File: src/rtl/tss_pkg.sv
// Shared types, constants and helpers for the time-slot task scheduler.
package tss_pkg;

   // Task list limits
   localparam int MAX_TASKS = 16;
   localparam int TASK_CAP  = (MAX_TASKS < 16) ? MAX_TASKS : 16;
   localparam int PTR_W     = 4;
   localparam int CNT_W     = 5;

   // Slot mask
   localparam logic [7:0] FIRST_SLOT = 8'h80;
   localparam logic [7:0] LAST_SLOT  = 8'h01;

   // Command codes
   localparam logic CMD_TIMER = 1'b0;
   localparam logic CMD_STEP  = 1'b1;

   // Configuration register indexes
   localparam int CSR_IDX_W = 3;
   localparam logic [CSR_IDX_W-1:0] CSR_COUNTS_PER_MS  = 3'd0;
   localparam logic [CSR_IDX_W-1:0] CSR_MS_PER_SECOND  = 3'd1;
   localparam logic [CSR_IDX_W-1:0] CSR_SLOT_LENGTH_MS = 3'd2;
   localparam logic [CSR_IDX_W-1:0] CSR_TASK_COUNT     = 3'd3;
   localparam logic [CSR_IDX_W-1:0] CSR_HARD_RECOVERY  = 3'd4;

   // Configuration reset values
   localparam logic [15:0]      RST_COUNTS_PER_MS  = 16'd1000;
   localparam logic [15:0]      RST_MS_PER_SECOND  = 16'd1000;
   localparam logic [15:0]      RST_SLOT_LENGTH_MS = 16'd1;
   localparam logic [CNT_W-1:0] RST_TASK_COUNT     = 5'd16;
   localparam logic             RST_HARD_RECOVERY  = 1'b1;

   typedef struct packed {
      logic [15:0]      counts_per_ms;
      logic [15:0]      ms_per_second;
      logic [15:0]      slot_length_ms;
      logic [CNT_W-1:0] task_count;
      logic             hard_recovery;
   } cfg_type;

   typedef struct packed {
      logic        command;
      logic [15:0] timer_sample;
      logic [7:0]  task_schedule;
   } item_type;

   typedef struct packed {
      logic             run_task;
      logic [PTR_W-1:0] task_number;
      logic [7:0]       current_slot;
      logic             slot_open;
      logic             tick_seen;
      logic [15:0]      millis;
      logic [15:0]      seconds;
      logic             watchdog_request;
   } result_type;

   // Number of tasks in the list: zero acts as one, large values saturate
   function automatic logic [CNT_W-1:0] tasks_in_list(input logic [CNT_W-1:0] count);
      logic [CNT_W-1:0] n;
      n = count;
      if (n == '0) begin
         n = CNT_W'(1);
      end
      if (n > CNT_W'(TASK_CAP)) begin
         n = CNT_W'(TASK_CAP);
      end
      return n;
   endfunction

   function automatic logic one_hot(input logic [7:0] m);
      return (m != 8'h00) && ((m & (m - 8'd1)) == 8'h00);
   endfunction

endpackage

File: src/rtl/tss_core.sv
// Scheduler state and single-pass next-state and result logic.
module tss_core (
   input  logic                  clock,
   input  logic                  reset,
   input  tss_pkg::cfg_type      cfg,
   input  logic                  fire,
   input  tss_pkg::item_type     item,
   output tss_pkg::result_type   result
);

   logic [15:0]               last_tick_ff, last_tick_in;
   logic [15:0]               ms_ff, ms_in;
   logic [15:0]               sec_ff, sec_in;
   logic [15:0]               slot_timer_ff, slot_timer_in;
   logic                      enable_ff, enable_in;
   logic [tss_pkg::PTR_W-1:0] ptr_ff, ptr_in;
   logic [7:0]                mask_ff, mask_in;

   logic [15:0]               diff;
   logic                      tick;
   logic [15:0]               ms_inc;
   logic [15:0]               slot_inc;
   logic [tss_pkg::CNT_W-1:0] ptr_inc;
   logic                      last_task;
   logic                      run;
   logic                      wdt;

   always_comb begin
      last_tick_in  = last_tick_ff;
      ms_in         = ms_ff;
      sec_in        = sec_ff;
      slot_timer_in = slot_timer_ff;
      enable_in     = enable_ff;
      ptr_in        = ptr_ff;
      mask_in       = mask_ff;
      run           = 1'b0;
      wdt           = 1'b0;

      diff      = item.timer_sample - last_tick_ff;
      tick      = (item.command == tss_pkg::CMD_TIMER) && (diff >= cfg.counts_per_ms);
      ms_inc    = ms_ff + 16'd1;
      slot_inc  = slot_timer_ff + 16'd1;
      ptr_inc   = {1'b0, ptr_ff} + tss_pkg::CNT_W'(1);
      last_task = ptr_inc >= tss_pkg::tasks_in_list(cfg.task_count);

      if (tick) begin
         last_tick_in = last_tick_ff + cfg.counts_per_ms;
         if (ms_inc >= cfg.ms_per_second) begin
            ms_in  = '0;
            sec_in = sec_ff + 16'd1;
         end else begin
            ms_in = ms_inc;
         end
         if ((slot_inc >= cfg.slot_length_ms) && !enable_ff) begin
            slot_timer_in = '0;
            enable_in     = 1'b1;
         end else begin
            slot_timer_in = slot_inc;
         end
      end else if ((item.command == tss_pkg::CMD_STEP) && enable_ff) begin
         run = (item.task_schedule & mask_ff) != 8'h00;
         if (last_task) begin
            enable_in = 1'b0;
            ptr_in    = '0;
            if (!tss_pkg::one_hot(mask_ff)) begin
               // bad mask: restart at the first slot, flag if hard recovery
               wdt     = cfg.hard_recovery;
               mask_in = tss_pkg::FIRST_SLOT;
            end else if (mask_ff == tss_pkg::LAST_SLOT) begin
               mask_in = tss_pkg::FIRST_SLOT;
            end else begin
               mask_in = mask_ff >> 1;
            end
         end else begin
            ptr_in = ptr_inc[tss_pkg::PTR_W-1:0];
         end
      end

      result.run_task         = run;
      result.task_number      = ptr_ff;
      result.current_slot     = mask_in;
      result.slot_open        = enable_in;
      result.tick_seen        = tick;
      result.millis           = ms_in;
      result.seconds          = sec_in;
      result.watchdog_request = wdt;
   end

   always_ff @(posedge clock) begin
      if (reset) begin
         last_tick_ff  <= '0;
         ms_ff         <= '0;
         sec_ff        <= '0;
         slot_timer_ff <= '0;
         enable_ff     <= 1'b1;
         ptr_ff        <= '0;
         mask_ff       <= tss_pkg::FIRST_SLOT;
      end else if (fire) begin
         last_tick_ff  <= last_tick_in;
         ms_ff         <= ms_in;
         sec_ff        <= sec_in;
         slot_timer_ff <= slot_timer_in;
         enable_ff     <= enable_in;
         ptr_ff        <= ptr_in;
         mask_ff       <= mask_in;
      end
   end

`ifndef SYNTHESIS
   a_mask_one_hot: assert property (@(posedge clock) disable iff (reset)
      $onehot(mask_ff))
      else $error("slot mask lost its one-hot form");

   a_ptr_in_range: assert property (@(posedge clock) disable iff (reset)
      ptr_ff < tss_pkg::PTR_W'(tss_pkg::TASK_CAP - 1)
      || ptr_ff == tss_pkg::PTR_W'(tss_pkg::TASK_CAP - 1))
      else $error("task pointer beyond task list");

   a_closed_step_holds: assert property (@(posedge clock) disable iff (reset)
      fire && item.command == tss_pkg::CMD_STEP && !enable_ff
      |=> $stable(ptr_ff) && $stable(mask_ff) && !enable_ff)
      else $error("step while closed changed task state");

   a_tick_advances_ref: assert property (@(posedge clock) disable iff (reset)
      fire && tick |=> last_tick_ff == $past(last_tick_ff + cfg.counts_per_ms))
      else $error("tick reference did not advance by one period");
`endif

endmodule

File: src/rtl/time_slot_task_scheduler.sv
// Top level of the time-slot task scheduler: handshakes, registers and core.
//
//  channel   direction  handshake            payload
//  req_      in         req_valid/req_stall  command, timer_sample, task_schedule
//  rsp_      out        rsp_valid/rsp_stall  run_task .. watchdog_request
//  csr_      in         csr_write            csr_index, csr_wdata
//
//  One word per cycle while rsp_stall is low; each word passes the input
//  register and then the result register before it appears on rsp_.
//  The input register feeds the core directly, so state updates and the
//  result word come out of one pass of logic into the result register.
//  Synchronous active-high reset restores configuration defaults and state.
//  rsp_stall holds the result register; the input register then fills and
//  req_stall rises until the result word is taken.
module time_slot_task_scheduler (
   input  logic                           clock,
   input  logic                           reset,
   // request channel
   input  logic                           req_valid,
   output logic                           req_stall,
   input  logic                           req_command,
   input  logic [15:0]                    req_timer_sample,
   input  logic [7:0]                     req_task_schedule,
   // response channel
   output logic                           rsp_valid,
   input  logic                           rsp_stall,
   output logic                           rsp_run_task,
   output logic [tss_pkg::PTR_W-1:0]      rsp_task_number,
   output logic [7:0]                     rsp_current_slot,
   output logic                           rsp_slot_open,
   output logic                           rsp_tick_seen,
   output logic [15:0]                    rsp_millis,
   output logic [15:0]                    rsp_seconds,
   output logic                           rsp_watchdog_request,
   // configuration port
   input  logic                           csr_write,
   input  logic [tss_pkg::CSR_IDX_W-1:0]  csr_index,
   input  logic [15:0]                    csr_wdata
);

   tss_pkg::cfg_type    cfg_ff;
   logic                in_valid_ff;
   tss_pkg::item_type   in_item_ff;
   logic                rsp_valid_ff;
   tss_pkg::result_type rsp_ff;
   tss_pkg::result_type core_result;
   logic                advance;
   logic                req_accept;

   // Advance the input word into the result register whenever that has room
   assign advance    = in_valid_ff && (!rsp_valid_ff || !rsp_stall);
   assign req_stall  = in_valid_ff && !advance;
   assign req_accept = req_valid && !req_stall;

   // Configuration registers; writes to unused indexes are dropped
   always_ff @(posedge clock) begin
      if (reset) begin
         cfg_ff.counts_per_ms  <= tss_pkg::RST_COUNTS_PER_MS;
         cfg_ff.ms_per_second  <= tss_pkg::RST_MS_PER_SECOND;
         cfg_ff.slot_length_ms <= tss_pkg::RST_SLOT_LENGTH_MS;
         cfg_ff.task_count     <= tss_pkg::RST_TASK_COUNT;
         cfg_ff.hard_recovery  <= tss_pkg::RST_HARD_RECOVERY;
      end else if (csr_write) begin
         case (csr_index)
            tss_pkg::CSR_COUNTS_PER_MS:  cfg_ff.counts_per_ms  <= csr_wdata;
            tss_pkg::CSR_MS_PER_SECOND:  cfg_ff.ms_per_second  <= csr_wdata;
            tss_pkg::CSR_SLOT_LENGTH_MS: cfg_ff.slot_length_ms <= csr_wdata;
            tss_pkg::CSR_TASK_COUNT:
               cfg_ff.task_count <= csr_wdata[tss_pkg::CNT_W-1:0];
            tss_pkg::CSR_HARD_RECOVERY:  cfg_ff.hard_recovery  <= csr_wdata[0];
            default: begin
            end
         endcase
      end
   end

   // Input register: hold while the result side is blocked
   always_ff @(posedge clock) begin
      if (reset) begin
         in_valid_ff <= 1'b0;
      end else if (req_accept) begin
         in_valid_ff <= 1'b1;
      end else if (advance) begin
         in_valid_ff <= 1'b0;
      end
   end

   always_ff @(posedge clock) begin
      if (req_accept) begin
         in_item_ff.command       <= req_command;
         in_item_ff.timer_sample  <= req_timer_sample;
         in_item_ff.task_schedule <= req_task_schedule;
      end
   end

   tss_core u_core (
      .clock  (clock),
      .reset  (reset),
      .cfg    (cfg_ff),
      .fire   (advance),
      .item   (in_item_ff),
      .result (core_result)
   );

   // Result register: load on advance, drop once taken
   always_ff @(posedge clock) begin
      if (reset) begin
         rsp_valid_ff <= 1'b0;
      end else if (advance) begin
         rsp_valid_ff <= 1'b1;
      end else if (!rsp_stall) begin
         rsp_valid_ff <= 1'b0;
      end
   end

   always_ff @(posedge clock) begin
      if (advance) begin
         rsp_ff <= core_result;
      end
   end

   assign rsp_valid            = rsp_valid_ff;
   assign rsp_run_task         = rsp_ff.run_task;
   assign rsp_task_number      = rsp_ff.task_number;
   assign rsp_current_slot     = rsp_ff.current_slot;
   assign rsp_slot_open        = rsp_ff.slot_open;
   assign rsp_tick_seen        = rsp_ff.tick_seen;
   assign rsp_millis           = rsp_ff.millis;
   assign rsp_seconds          = rsp_ff.seconds;
   assign rsp_watchdog_request = rsp_ff.watchdog_request;

endmodule

File: config.mk
export PLATFORM = sky130hd
export DESIGN_NAME = time_slot_task_scheduler
export DESIGN_NICKNAME = d
export VERILOG_FILES = /design/src/rtl/tss_pkg.sv /design/src/rtl/tss_core.sv /design/src/rtl/time_slot_task_scheduler.sv
export SDC_FILE = /design/constraint.sdc
export NUM_CORES = 1
export LEC_CHECK = 0
export ABC_AREA = 0
export BUFFER_PORTS_ARGS = -buffer_cell sky130_fd_sc_hd__buf_2
export CAP_MARGIN = 20
export CORE_UTILIZATION = 61
export DETAILED_ROUTE_END_ITERATION = 7
export PLACE_DENSITY = 0.81
export SLEW_MARGIN = 10
export SYNTH_ARGS = -nofsm -noshare
export SYNTH_HDL_FRONTEND = slang
export SYNTH_HIERARCHICAL = 1
export SYNTH_SLANG_ARGS = --single-unit
File: constraint.sdc
create_clock -name clock -period 6.83 [get_ports clock]
set_input_delay 0.683 -clock clock [delete_from_list [all_inputs] [get_ports clock]]
set_output_delay 0.683 -clock clock [all_outputs]
set_load 0.02 [all_outputs]
==> results.md <==
- finished clean — run status
- dfxtp_1, edfxtp_1, ha_1, mux2i_1, xnor2_1 — cell types occupying the most area after synthesis
- simple AND/OR/NAND/NOR gates — cell family with most CP delay
- 5.89 — vias per std cell
- 0 — antenna violations before repair
- 0 — antenna cells
- 0 — overall overflow remaining after global route
- 50 — standard-cell rows
- 5.35 nW — standby leakage power
- 1.45 ns — worst reg-to-reg setup slack
- yes — clock tree from TritonCTS
- 7.25 ns — required time of the worst setup path
- 78.8% — Final period util
- 0.996 ns — slew at the pin closest to its max-slew limit
- 33.6% — Slew headroom
- u_core/slot_timer_ff[5] — crit path to
- 1538 — placed cell count
- 1580 — post-layout instance count excluding filler cells
- 22.7% — area share of the leading cell type in the synthesized netlist
- 0.000718 W — Net Sw Power
- 0.196 mV — maximum resistive drop on vdd
- 16.1 um — routed wire length per instance
- 9.22 sq um — mean cell area of the mapped netlist
- 5.80 ns — WP data arrival
- 7 — number of detailed-routing iterations run before antenna repair
- register — category of the worst setup path capture point
- dfxtp_1, buf_2, inv_1 — most frequent cells in the layout
- 225 nW/um^2 — Pwr Density
- 11700 sq um — summed instance area of the synthesized netlist
- 1409 — net count after synthesis
- 62.5% — effective utilization at floorplan
- 141 um — floorplan die width
- 0.00939 ns — Worst Skew
- 10.7% — Comb power frac
- 0% — share of async-settable or async-resettable flops after synthesis
- 0 — Setup Buffers After CTS
- 0.00295 W — sum of internal, switching and leakage power
- 0 — max cap viols
- 17800 um — Detail Placement HPWL
- 0.51 ns — Skew-Pair Late Insertion Delay
- u_core/last_tick_ff[2] — Worst R2R Start
- 206 — flip-flop and latch count after synthesis
- 9299 — via count of the routed design
- 3 — Crit path buffers/inverters
- 1.45 ns — Final Worst Setup Slack
- 44.9% — share of power burned in registers
- register — kind of start point of the critical path
- 20 — depth of the worst register-to-register path
- 0 — Final Max Tran Viols
- in -> reg — type of the tightest min-delay check
- 707 — DRC marker count from the first detailed-route iteration
- 44.4% — share of power burned in the clock network
- 0 — count of antenna-violating nets left after detailed routing
- 111 — pin count of the biggest net entering global routing
- 0.350 ns — final-layout worst hold slack
- 1271 — post-synthesis cell count
- u_core/slot_timer_ff[5] — RR Endpoint
- 6 — Synth warnings
- 19800 sq um — floorplan die area
- 0.54 ns — Max stage delay on crit path
- 141 um — die height
- 0 — number of buffers inserted for hold repair after clock tree synthesis
- 0 — residual DRC count
- dfxtp_1 — library cell occupying the most area in the post-synthesis netlist
- 24.4% — Sw Share
- 8845 — number of global-route vias before repair
- 0.00223 W — design internal power
- 0 ns — setup_tns
- 1467 — layout net count
- 0 — count of endpoints failing hold in the final timing report
- inv_1 > ha_1 > nor2b_1 > o21ai_0 > nand2b_1 > and2_1 > o41ai_1 > o31ai_1 > o41ai_1 > xnor2_1 > ha_1 > nand4_1 > or4_4 > o21ai_4 > buf_4 > and2_1 > buf_4 > nand3_1 > or4_1 > o31ai_1 — list of cells traversed by the critical path
- 41.4% — portion of the post-synthesis area used by sequential elements
- 18800 sq um — Core Box Area
- 20 — WP depth
- or4_4 — master of the slowest instance on the critical path
- 5.38 ns — time the final worst path needs with I/O delays and setup
- clkbuf_16 — Clock Tree Root
- 0 — setup violators final
- 1 — H-tree depth
- dfxtp_1 — commonest register cell after synthesis
- 0 — number of cells upsized or downsized after cts
- 26.0% — Total GRT Usage
- 1.54 ns — worst setup timing slack at the placement stage
- 73 — number of enable-type register cells in the synthesized netlist
- 0.06 ns — clock-pin slew of the registers on the worst-case setup and hold paths
- 42000 um — first-pass GRT wire length
- 186 MHz — Highest Clock Rate
- false — setup repair after global routing missed its margin
- 0.881 — RePlAce Congestion
- 206 — TritonCTS Sinks
- 98 — input/output buffers
- 36 — highest fanout seen on the critical path
- reg -> reg — type of the worst setup path
- 3 — buffer depth of the longest clock path
- dfxtp_1 — leading cell type in the layout, fill and taps excluded
- 11.6% — synthesis-to-finish area growth
- 25500 um — Final Routed Wirelength
- 99 — count of pins on the block boundary
- 23 — number of clock buffers inserted by TritonCTS
- 12.6% — fraction of layout instances using a drive strength above 1
- u_core/last_tick_ff[2] — Worst Setup SP
- 70 — library cells used by synthesis
[power groups by stage]
stage / clock network (W) / logic, W / registers [W]
after floorplan: 0 / 0.000212 / 0.00136
final: 0.00131 / 0.000316 / 0.00132
after detailed placement: 0 / 0.000312 / 0.00135
after global placement: 0 / 0.000303 / 0.00135
after global routing: 0.00138 / 0.000347 / 0.00133
after CTS: 0.00133 / 0.000315 / 0.00132
[area by class of cell]
type | instances | area (sq um)
inverter | 96 | 360
timing repair buffer | 107 | 561
tap | 234 | 293
clock inverter | 10 | 119
multi-input combinational | 895 | 6200
clock buffer | 32 | 703
sequential | 206 | 4850
fill | 1384 | 5680
[flip-flops by register name, indices dropped and copies added, names as in the netlist, 4 cells and up]
signal,flops
u_core/mask_ff,8
cfg_ff,54
rsp_millis,16
u_core/ms_ff,16
u_core/sec_ff,16
u_core/ptr_ff,4
rsp_seconds,16
rsp_task_number,4
u_core/last_tick_ff,16
in_item_ff,25
rsp_current_slot,8
u_core/slot_timer_ff,16
[logic make-up after synthesis]
family	count (synthesis)	synth area share [%]
buf+inv	170	5.89
fa+ha+maj	89	9.63
mux	64	5.51
xor+xnor	76	5.68
simple gates	425	18.7
flops	206	41.4
compound gates	241	13.2
[Yosys cell counts (5+ instances only)]
cell      number
dfxtp_1      133
inv_1         96
nor2_1        88
ha_1          87
a21oi_1       82
nand2_1       80
edfxtp_1      73
nand3_1       70
nand2b_1      65
mux2i_1       60
xnor2_1       56
clkbuf_1      49
o21ai_0       45
nor3_1        21
and3_1        20
xor2_1        20
a21o_1        18
buf_2         15
nand4_1       15
and2_1        12
o21a_1        12
o31ai_1       11
a22o_1        10
or3_1          9
a22oi_1        8
nor2b_1        8
nor4_1         8
o211ai_1       7
a211oi_1       5
a21boi_0       5
buf_4          5
o21bai_1       5
o41ai_1        5
[worst min-delay path by stage]
stage               slack, ns                  endpoint                     start  depth (start not counted)
finish                   0.35            in_item_ff[19]      req_timer_sample[11]                          1
global route             0.33             in_item_ff[3]      req_task_schedule[3]                          1
CTS                      0.33            in_item_ff[23]      req_timer_sample[15]                          1
detailed placement       0.45  u_core/slot_timer_ff[13]  u_core/slot_timer_ff[13]                          2
global placement         0.44  u_core/slot_timer_ff[13]  u_core/slot_timer_ff[13]                          2
floorplan                0.43  u_core/slot_timer_ff[13]  u_core/slot_timer_ff[13]                          2
[metal layers]
metal  up-vias  GRT usage [%]  part of all wire (%)  routed length (um)
met4         0           10.6                   3.6                 923
met3        69           4.11                   5.5                1400
li1       4586              -                     -                   -
met5         -              0                     0                   0
met2       289           44.2                    47               12100
met1      4355           33.1                    44               11100
[worst reg2reg max path, cell delays in order (launching register included)]
cell and delay, ns:
dfxtp_1 0.37, inv_1 0.07, ha_1 0.33, nor2b_1 0.15
o21ai_0 0.14, nand2b_1 0.10, and2_1 0.19, o41ai_1 0.49
o31ai_1 0.19, o41ai_1 0.36, xnor2_1 0.13, ha_1 0.31
nand4_1 0.11, or4_4 0.54, o21ai_4 0.14, buf_4 0.34
and2_1 0.21, buf_4 0.33, nand3_1 0.28, or4_1 0.46
o31ai_1 0.07
[metrics by stage]
| stage | utilization, % | cell area (sq um) |
|---|---|---|
| 2_1_floorplan | - | 11700 |
| 3_3_place_gp | 65.4 | 12300 |
| 3_5_place_dp | 65.4 | 12300 |
| 4_1_cts | 69.7 | 13100 |
| 5_1_grt | 69.7 | 13100 |
| 6_report | 69.7 | 13100 |
Note: power is estimated with default switching activity, not from simulation.
